File: src/rtl/space_tokenizer_keyword_match_unit_macros.svh
// Assertion macros for the space tokenizer keyword match unit.
`ifndef SPACE_TOKENIZER_KEYWORD_MATCH_UNIT_MACROS_SVH
`define SPACE_TOKENIZER_KEYWORD_MATCH_UNIT_MACROS_SVH

// Same-cycle implication, checked on i_clk outside reset.
`define STKM_ASSERT_IMPL(label, ante, cons) \
    label: assert property (@(posedge i_clk) disable iff (!i_rst_n) (ante) |-> (cons)) \
        else $error("stkm assertion failed");

// Next-cycle implication, checked on i_clk outside reset.
`define STKM_ASSERT_NEXT(label, ante, cons) \
    label: assert property (@(posedge i_clk) disable iff (!i_rst_n) (ante) |=> (cons)) \
        else $error("stkm assertion failed");

`endif

File: src/rtl/stkm_pkg.sv
// Shared types, constants and keyword tables of the space tokenizer.
package stkm_pkg;

    localparam int DEF_MAX_WORD_LEN = 255;

    localparam logic [7:0] CHAR_SPACE = 8'd32;
    localparam logic [7:0] CHAR_NL    = 8'd10;
    localparam logic [7:0] CHAR_NUL   = 8'd0;

    localparam int NUM_KW     = 7;
    localparam int KW_MAX_LEN = 6;
    localparam int KW_POS_W   = $clog2(KW_MAX_LEN);

    localparam int FIFO_DEPTH = 4;

    typedef enum logic [3:0] {
        KIND_UNKNOWN = 4'd0,
        KIND_P       = 4'd1,
        KIND_O       = 4'd2,
        KIND_L       = 4'd3,
        KIND_E       = 4'd4,
        KIND_OUT     = 4'd5,
        KIND_LISTEN  = 4'd6,
        KIND_HASH    = 4'd7,
        KIND_EOL     = 4'd8,
        KIND_END     = 4'd9
    } t_kind;

    typedef struct packed {
        t_kind      kind;
        logic [7:0] len;
        logic       last;
    } t_result;

    // Results caused by one accepted byte, in output order.
    typedef struct packed {
        logic [1:0] cnt;
        t_result    first;
        t_result    second;
    } t_push;

    typedef struct packed {
        logic       in_word;
        logic [7:0] len;
    } t_tok_state;

    localparam logic [7:0] KW_TEXT [NUM_KW][KW_MAX_LEN] = '{
        '{8'h2D, 8'h70, 8'h00, 8'h00, 8'h00, 8'h00},   // -p
        '{8'h2D, 8'h6F, 8'h00, 8'h00, 8'h00, 8'h00},   // -o
        '{8'h2D, 8'h6C, 8'h00, 8'h00, 8'h00, 8'h00},   // -l
        '{8'h2D, 8'h65, 8'h00, 8'h00, 8'h00, 8'h00},   // -e
        '{8'h2D, 8'h6F, 8'h75, 8'h74, 8'h00, 8'h00},   // -out
        '{8'h6C, 8'h69, 8'h73, 8'h74, 8'h65, 8'h6E},   // listen
        '{8'h23, 8'h00, 8'h00, 8'h00, 8'h00, 8'h00}    // #
    };

    localparam logic [7:0] KW_LEN [NUM_KW] = '{
        8'd2, 8'd2, 8'd2, 8'd2, 8'd4, 8'd6, 8'd1
    };

    // Kind of a finished word from its surviving keyword flags and length.
    function automatic t_kind word_kind(input logic [NUM_KW-1:0] alive,
                                       input logic [7:0] len);
        t_kind kind;
        kind = KIND_UNKNOWN;
        for (int k = 0; k < NUM_KW; k++) begin
            if (alive[k] && len == KW_LEN[k]) begin
                kind = t_kind'(4'(k + 1));
            end
        end
        return kind;
    endfunction

endpackage

File: src/rtl/stkm_in_if.sv
// Input channel: one text byte per item.
interface stkm_in_if;
    logic       valid;
    logic       ready;
    logic [7:0] char_in;

    modport source (output valid, output char_in, input ready);
    modport sink   (input valid, input char_in, output ready);
endinterface

File: src/rtl/stkm_out_if.sv
// Output channel: one token result per item.
interface stkm_out_if;
    logic       valid;
    logic       ready;
    logic [3:0] token_kind;
    logic [7:0] token_len;
    logic       last_of_run;

    modport source (output valid, output token_kind, output token_len,
                    output last_of_run, input ready);
    modport sink   (input valid, input token_kind, input token_len,
                    input last_of_run, output ready);
endinterface

File: src/rtl/stkm_tokenizer.sv
// Word state, keyword flags and result generation for each accepted byte.
module stkm_tokenizer #(
    parameter int MAX_WORD_LEN = stkm_pkg::DEF_MAX_WORD_LEN
) (
    input  logic                i_clk,
    input  logic                i_rst_n,
    input  logic                i_accept,
    input  logic [7:0]          i_char,
    output stkm_pkg::t_push     o_push,
    output stkm_pkg::t_tok_state o_state
);

    localparam logic [7:0] LEN_CAP = (MAX_WORD_LEN > 255) ? 8'd255 : 8'(MAX_WORD_LEN);

    logic                        r_inside, n_inside;
    logic [7:0]                  r_len, n_len;
    logic [stkm_pkg::NUM_KW-1:0] r_alive, n_alive;

    logic                        is_sep;
    stkm_pkg::t_result           word_res;
    stkm_pkg::t_result           sep_res;

    always_comb begin
        is_sep = (i_char == stkm_pkg::CHAR_SPACE) || (i_char == stkm_pkg::CHAR_NL) ||
                 (i_char == stkm_pkg::CHAR_NUL);

        word_res.kind = stkm_pkg::word_kind(r_alive, r_len);
        word_res.len  = r_len;
        word_res.last = 1'b0;

        sep_res.kind  = (i_char == stkm_pkg::CHAR_NL) ? stkm_pkg::KIND_EOL : stkm_pkg::KIND_END;
        sep_res.len   = (i_char == stkm_pkg::CHAR_NL) ? 8'd1 : 8'd0;
        sep_res.last  = 1'b1;

        n_inside = r_inside;
        n_len    = r_len;
        n_alive  = r_alive;
        o_push   = '0;

        if (i_accept) begin
            if (is_sep) begin
                if (r_inside && i_char != stkm_pkg::CHAR_SPACE) begin
                    o_push.cnt    = 2'd2;
                    o_push.first  = word_res;
                    o_push.second = sep_res;
                end else if (r_inside) begin
                    o_push.cnt        = 2'd1;
                    o_push.first      = word_res;
                    o_push.first.last = 1'b1;
                end else if (i_char != stkm_pkg::CHAR_SPACE) begin
                    o_push.cnt   = 2'd1;
                    o_push.first = sep_res;
                end
                // Back to idle: the next word starts from a clean count and flags.
                n_inside = 1'b0;
                n_len    = '0;
                n_alive  = '1;
            end else begin
                n_inside = 1'b1;
                for (int k = 0; k < stkm_pkg::NUM_KW; k++) begin
                    if (r_len >= stkm_pkg::KW_LEN[k] ||
                        stkm_pkg::KW_TEXT[k][r_len[stkm_pkg::KW_POS_W-1:0]] != i_char) begin
                        n_alive[k] = 1'b0;
                    end
                end
                if (r_len < LEN_CAP) begin
                    n_len = r_len + 8'd1;
                end
                // A saturated word never matches a keyword.
                if (n_len >= LEN_CAP) begin
                    n_alive = '0;
                end
            end
        end

        o_state.in_word = r_inside;
        o_state.len     = r_len;
    end

    always_ff @(posedge i_clk) begin
        if (!i_rst_n) begin
            r_inside <= 1'b0;
            r_len    <= '0;
            r_alive  <= '1;
        end else begin
            r_inside <= n_inside;
            r_len    <= n_len;
            r_alive  <= n_alive;
        end
    end

endmodule

File: src/rtl/stkm_res_fifo.sv
// Result queue: takes up to two results a cycle, hands out one while the reader is ready.
module stkm_res_fifo (
    input  logic              i_clk,
    input  logic              i_rst_n,
    input  stkm_pkg::t_push   i_push,
    output logic              o_room,
    output logic              o_valid,
    input  logic              i_ready,
    output stkm_pkg::t_result o_res
);

    localparam int DEPTH = stkm_pkg::FIFO_DEPTH;
    localparam int PTR_W = $clog2(DEPTH);
    localparam int CNT_W = $clog2(DEPTH + 1);

    stkm_pkg::t_result r_mem [DEPTH];
    logic [PTR_W-1:0]  r_wptr, n_wptr;
    logic [PTR_W-1:0]  r_rptr, n_rptr;
    logic [CNT_W-1:0]  r_count, n_count;
    logic              pop;

    always_comb begin
        pop     = (r_count != '0) && i_ready;
        n_wptr  = PTR_W'(r_wptr + PTR_W'(i_push.cnt));
        n_rptr  = pop ? PTR_W'(r_rptr + PTR_W'(1)) : r_rptr;
        n_count = CNT_W'(r_count + CNT_W'(i_push.cnt) - CNT_W'(pop));
        // Keep room for a byte that causes two results.
        o_room  = r_count <= CNT_W'(DEPTH - 2);
        o_valid = r_count != '0;
        o_res   = r_mem[r_rptr];
    end

    always_ff @(posedge i_clk) begin
        if (i_push.cnt != 2'd0) begin
            r_mem[r_wptr] <= i_push.first;
        end
        if (i_push.cnt == 2'd2) begin
            r_mem[PTR_W'(r_wptr + PTR_W'(1))] <= i_push.second;
        end
    end

    always_ff @(posedge i_clk) begin
        if (!i_rst_n) begin
            r_wptr  <= '0;
            r_rptr  <= '0;
            r_count <= '0;
        end else begin
            r_wptr  <= n_wptr;
            r_rptr  <= n_rptr;
            r_count <= n_count;
        end
    end

endmodule

File: src/rtl/space_tokenizer_keyword_match_unit.sv
// Space tokenizer with keyword match: top level.
// Takes one text byte per item and reports each finished word with its length and kind
// (one of seven keywords, or unknown), plus end-of-line and end-of-text tokens. A byte is
// accepted in any cycle in which the four-entry result queue has room for two results, so
// the block takes one byte per cycle while the output side keeps up; a byte that ends a
// word with a newline or NUL gives two results, which leave one after the other. The
// output is valid in the cycle after a byte that causes results is accepted.
`include "space_tokenizer_keyword_match_unit_macros.svh"

module space_tokenizer_keyword_match_unit #(
    parameter int MAX_WORD_LEN = stkm_pkg::DEF_MAX_WORD_LEN
) (
    input  logic       i_clk,
    input  logic       i_rst_n,
    stkm_in_if.sink    i_in,
    stkm_out_if.source o_out
);

    logic                 room;
    logic                 accept;
    stkm_pkg::t_push      push;
    stkm_pkg::t_tok_state st;
    stkm_pkg::t_result    res;

    assign i_in.ready = room;
    assign accept     = i_in.valid && room;

    stkm_tokenizer #(
        .MAX_WORD_LEN (MAX_WORD_LEN)
    ) u_tokenizer (
        .i_clk    (i_clk),
        .i_rst_n  (i_rst_n),
        .i_accept (accept),
        .i_char   (i_in.char_in),
        .o_push   (push),
        .o_state  (st)
    );

    stkm_res_fifo u_res_fifo (
        .i_clk   (i_clk),
        .i_rst_n (i_rst_n),
        .i_push  (push),
        .o_room  (room),
        .o_valid (o_out.valid),
        .i_ready (o_out.ready),
        .o_res   (res)
    );

    assign o_out.token_kind  = res.kind;
    assign o_out.token_len   = res.len;
    assign o_out.last_of_run = res.last;

    `STKM_ASSERT_IMPL(a_len_tracks_word, 1'b1, st.in_word == (st.len != 8'd0))
    `STKM_ASSERT_IMPL(a_pair_last_order, push.cnt == 2'd2,
                      push.second.last && !push.first.last)
    `STKM_ASSERT_NEXT(a_nul_goes_idle, accept && i_in.char_in == stkm_pkg::CHAR_NUL,
                      !st.in_word)
    `STKM_ASSERT_NEXT(a_push_shows_result, push.cnt != 2'd0, o_out.valid)

endmodule

File: src/flat_wrapper.sv
// flat-port wrapper written by rule: the top's interface ports become plain ports
module space_tokenizer_keyword_match_unit_flat 
#(
    parameter int MAX_WORD_LEN = stkm_pkg::DEF_MAX_WORD_LEN
)
  (i_clk, i_rst_n, i_in_valid, i_in_char_in, i_in_ready, o_out_valid, o_out_token_kind, o_out_token_len, o_out_last_of_run, o_out_ready);
  stkm_in_if i_in_i ();
  stkm_out_if o_out_i ();
  input  logic i_clk;
  input  logic i_rst_n;
  input wire logic [$bits(i_in_i.valid)-1:0] i_in_valid;
  input wire logic [$bits(i_in_i.char_in)-1:0] i_in_char_in;
  output wire logic [$bits(i_in_i.ready)-1:0] i_in_ready;
  output wire logic [$bits(o_out_i.valid)-1:0] o_out_valid;
  output wire logic [$bits(o_out_i.token_kind)-1:0] o_out_token_kind;
  output wire logic [$bits(o_out_i.token_len)-1:0] o_out_token_len;
  output wire logic [$bits(o_out_i.last_of_run)-1:0] o_out_last_of_run;
  input wire logic [$bits(o_out_i.ready)-1:0] o_out_ready;
  assign i_in_i.valid = i_in_valid;
  assign i_in_i.char_in = i_in_char_in;
  assign i_in_ready = i_in_i.ready;
  assign o_out_valid = o_out_i.valid;
  assign o_out_token_kind = o_out_i.token_kind;
  assign o_out_token_len = o_out_i.token_len;
  assign o_out_last_of_run = o_out_i.last_of_run;
  assign o_out_i.ready = o_out_ready;
  space_tokenizer_keyword_match_unit #(.MAX_WORD_LEN(MAX_WORD_LEN)) u_core (.i_clk(i_clk), .i_rst_n(i_rst_n), .i_in(i_in_i), .o_out(o_out_i));
endmodule
File: config.mk
export PLATFORM = sky130hd
export DESIGN_NAME = space_tokenizer_keyword_match_unit_flat
export DESIGN_NICKNAME = d
export VERILOG_FILES = /design/src/rtl/stkm_pkg.sv /design/src/rtl/stkm_in_if.sv /design/src/rtl/stkm_out_if.sv /design/src/rtl/stkm_tokenizer.sv /design/src/rtl/stkm_res_fifo.sv /design/src/rtl/space_tokenizer_keyword_match_unit.sv /design/src/flat_wrapper.sv
export VERILOG_INCLUDE_DIRS = /design/src /design/src/rtl
export SDC_FILE = /design/constraint.sdc
export NUM_CORES = 1
export LEC_CHECK = 0
export BUFFER_PORTS_ARGS = -buffer_cell sky130_fd_sc_hd__buf_2
export CORE_MARGIN = 5
export CORE_UTILIZATION = 26
export CTS_CLUSTER_SIZE = 24
export DETAILED_ROUTE_END_ITERATION = 10
export GPL_TIMING_DRIVEN = 0
export PLACE_DENSITY = 0.46
export SLEW_MARGIN = 30
export SYNTH_ARGS = -nofsm -noshare
export SYNTH_HDL_FRONTEND = slang
export SYNTH_SLANG_ARGS = --single-unit
File: constraint.sdc
create_clock -name i_clk -period 7.31 [get_ports i_clk]
set_clock_uncertainty 0.2 [all_clocks]
set_input_delay 1.8275 -clock i_clk [delete_from_list [all_inputs] [get_ports i_clk]]
set_output_delay 1.8275 -clock i_clk [all_outputs]
set_load 0.03 [all_outputs]
==> results.txt <==
Outcome = finished, final reports clean
Rel. slew slack = 45.5%
Bufs on Longest Clock Path = 2
Worst stage delay on the critical path = 610 ps
Net switching power = 401 uW
Cell variety after synth = 63
Setup Buffers After CTS = 0
Gr usage total = 12.8%
Initial antenna violation count = 0
Largest net degree at the start of global routing = 16
Via count = 3443
HP Start = u_core.u_tokenizer.r_alive[0]$_SDFFE_PN1P_
Least-Margin Pin Slew = 812 ps
EDFF count, synth = 16
Total wire length = 11.5 mm
Vias in the first global route = 3417
Root Driver = clkbuf_16
WHS Path Cells = 1
Sequential fraction of the synthesis area = 41.3%
DR pass1 iterations = 4
Die width = 136 um
Fillers = 1641
Asr flop ratio synth = 0%
Reg power frac = 38.9%
Drt via density = 5.12
CP bufs+invs = 3
Pleak = 1.79 nW
TritonCTS clock tree = done
Die ar. = 18500 um2
Max cap viols = 0
Util after Layout = 30.6%
WP data arrival = 4740 ps
Crit-path max FO = 10
DP Wirelength = 8.35 mm
RSZ-0062 raised after global routing = no
Logic pwr share = 24.2%
Placed cell count = 656
Gp weighted congestion = 0.818
Clk sinks = 77
Final Slew Violations = 0
Core area = 15700 um2
Endpoints failing setup = 0
Cell Int Power = 846 uW
Number of synthesized register bits = 77
Setup TNS = 0 ps
Reg2Reg Depth = 8
Antenna diode count = 0
Fin crit period = 4710 ps
DRT iter0 DRCs = 269
Initial Util = 26.2%
Reg clk slew, reported paths = 70 ps
Hold Vio Cnt, Final = 0
Synthesis-to-layout area growth = 16.7%
Sw frac = 32.1%
Syn_area_per_cell = 9.89 um2
Final non-filler cell total = 672
Pwr/cell area = 259 nW/um2
Pre-CTS WS = 2280 ps
DRC viols = 0
Final WS setup = 2600 ps
Number of cells produced by synthesis = 417
Post-CTS Hold Buffers = 0
WL/cell = 17.1 um
Reg2reg start = u_core.u_tokenizer.r_inside$_SDFFE_PN0P_
Synth warn = 0
Worst setup EP type = flip-flop
Worst skew pair latency = 340 ps
Worst vdd ir = 0.101 mV
CTS buffer count = 9
Syn nets = 442
CP startpoint kind = primary input
Buffers on Ports = 23
Overflow after GRT = 0
Hold crit path type = reg -> reg
PostCTS Resize Cnt = 0
Chip Height = 136 um
Crit path from = i_in_char_in[7]
Max Fclk = 0.212 GHz
Post-Synthesis Cell Area = 4120 um2
Placed Area = 4510 um2
Cells along the critical path = buf_2, nor3_4, nand4_1, ha_1, buf_2, nor2b_1, clkbuf_1, nor3_1, o21ai_1, a22o_1
Worst EP required = 7340 ps
Fraction of layout instances using a drive strength above 1 = 16.7%
Cell depth of the worst setup path = 10
Crit-path leading delay family = simple AND/OR/NAND/NOR gates
Most common cell on crit path = buf_2
First-pass GRT wire length = 18.6 mm
Period Utilization, post-route = 64.4%
Proportion of power drawn by the clock network = 36.9%
Final non-filler cell area = 4810 um2
Main synth FF type = dfxtp_1
IO Count = 27
CTS H-Tree Depth = 3
Final net count = 476
Critical path type = in -> reg
# rows = 46
Antenna-violating nets left = 0
CP max stage cell = nor3_1
-- power by group through the flow --
stage / Combinational (mW) / Sequential, mW / Clock [mW]
floorplan: 0.228 / 0.486 / 0
global placement: 0.298 / 0.494 / 0
detailed placement: 0.303 / 0.495 / 0
CTS: 0.306 / 0.486 / 0.470
global route: 0.334 / 0.490 / 0.486
finish: 0.302 / 0.484 / 0.460
-- logic make-up (layout without fill, tap and decap cells) --
family | after synthesis | count (layout) | share of synthesized area, %
mux | 14 | 14 | 7.34
xor+xnor | 14 | 14 | 2.97
compound gates | 114 | 114 | 21.2
simple gates | 141 | 141 | 18.6
buf+inv | 44 | 83 | 4.55
flops | 77 | 77 | 41.3
fa+ha+maj | 13 | 13 | 4.13
-- sequential cells by signal, indices dropped and copies added, names as in the netlist, named ones only --
name and cells:
u_core.u_res_fifo.r_count 3, u_core.u_res_fifo.r_rptr 2, u_core.u_res_fifo.r_wptr 2, u_core.u_tokenizer.r_len 8
u_core.u_tokenizer.r_inside 1, u_core.u_res_fifo.r_mem 52, u_core.u_tokenizer.r_alive 7
-- cells in the mapped netlist, types with 6 or more instances --
master | count | area [um2]
dfxtp_1 | 61 | 1220
a22o_1 | 36 | 315
nor2_1 | 27 | 101
nand2_1 | 21 | 78.8
clkbuf_1 | 19 | 71.3
nand3_1 | 18 | 90.1
a21oi_1 | 17 | 85.1
edfxtp_1 | 16 | 480
o21ai_0 | 14 | 70.1
inv_1 | 13 | 48.8
mux4_2 | 13 | 293
nor3_1 | 13 | 65.1
ha_1 | 12 | 150
and2_1 | 11 | 68.8
buf_2 | 9 | 45.0
nor2b_1 | 8 | 50.1
xor2_1 | 8 | 70.1
nand4_1 | 6 | 37.5
xnor2_1 | 6 | 52.6
-- final timing paths --
kind	end	slack, ps
max	u_core.u_res_fifo.r_mem[0][3]$_SDFFE_PP0P_	2600
min	u_core.u_tokenizer.r_alive[0]$_SDFFE_PN1P_	250
max reg2reg	u_core.u_res_fifo.r_mem[0][3]$_SDFFE_PP0P_	4240
min reg2reg	u_core.u_tokenizer.r_alive[0]$_SDFFE_PN1P_	250
-- worst register-to-register path, stage by stage, from the launching register on --
cell	delay, ps
dfxtp_1	450
inv_1	100
ha_1	290
buf_2	170
nor2b_1	140
clkbuf_1	180
nor3_1	610
o21ai_1	470
a22o_1	350
-- final cells by class --
cell class                      count  area (um2)  share of cell area [%]
Sequential cell                    77        1700                    35.4
Inverter                           14        52.6                    1.09
Clock buffer                        9         225                    4.68
Buffer                             30         135                    2.81
Clock inverter                      7        78.8                    1.64
Multi-Input combinational cell    296        2230                    46.4
Timing Repair Buffer               23         115                    2.39
Tap cell                          216         270                    5.62
-- per-layer routing --
| layer | vias up | track usage, % | routed length (um) |
|---|---|---|---|
| met5 | - | 0 | 0 |
| met4 | 0 | 3.58 | 113 |
| met3 | 8 | 3.11 | 588 |
| met2 | 97 | 20.3 | 5310 |
| met1 | 1702 | 17.6 | 5460 |
| li1 | 1636 | - | - |
-- through the flow --
stage | hold slack (ps) | total power [mW]
floorplan | 219 | 0.714
global placement | 239 | 0.792
detailed placement | 240 | 0.799
global route | 282 | 1.31
finish | 246 | 1.25
CTS | 254 | 1.26
-- cell usage in the layout (no fill, tap or decap), types with 14 or more instances in the layout --
master | netlist | routed
a21oi_1 | 17 | 17
clkbuf_1 | 19 | 19
buf_2 | 9 | 32
edfxtp_1 | 16 | 16
nand2_1 | 21 | 21
nand3_1 | 18 | 18
o21ai_0 | 14 | 14
dfxtp_1 | 61 | 61
a22o_1 | 36 | 36
nor2_1 | 27 | 27
(Power assumes the default switching activity.)
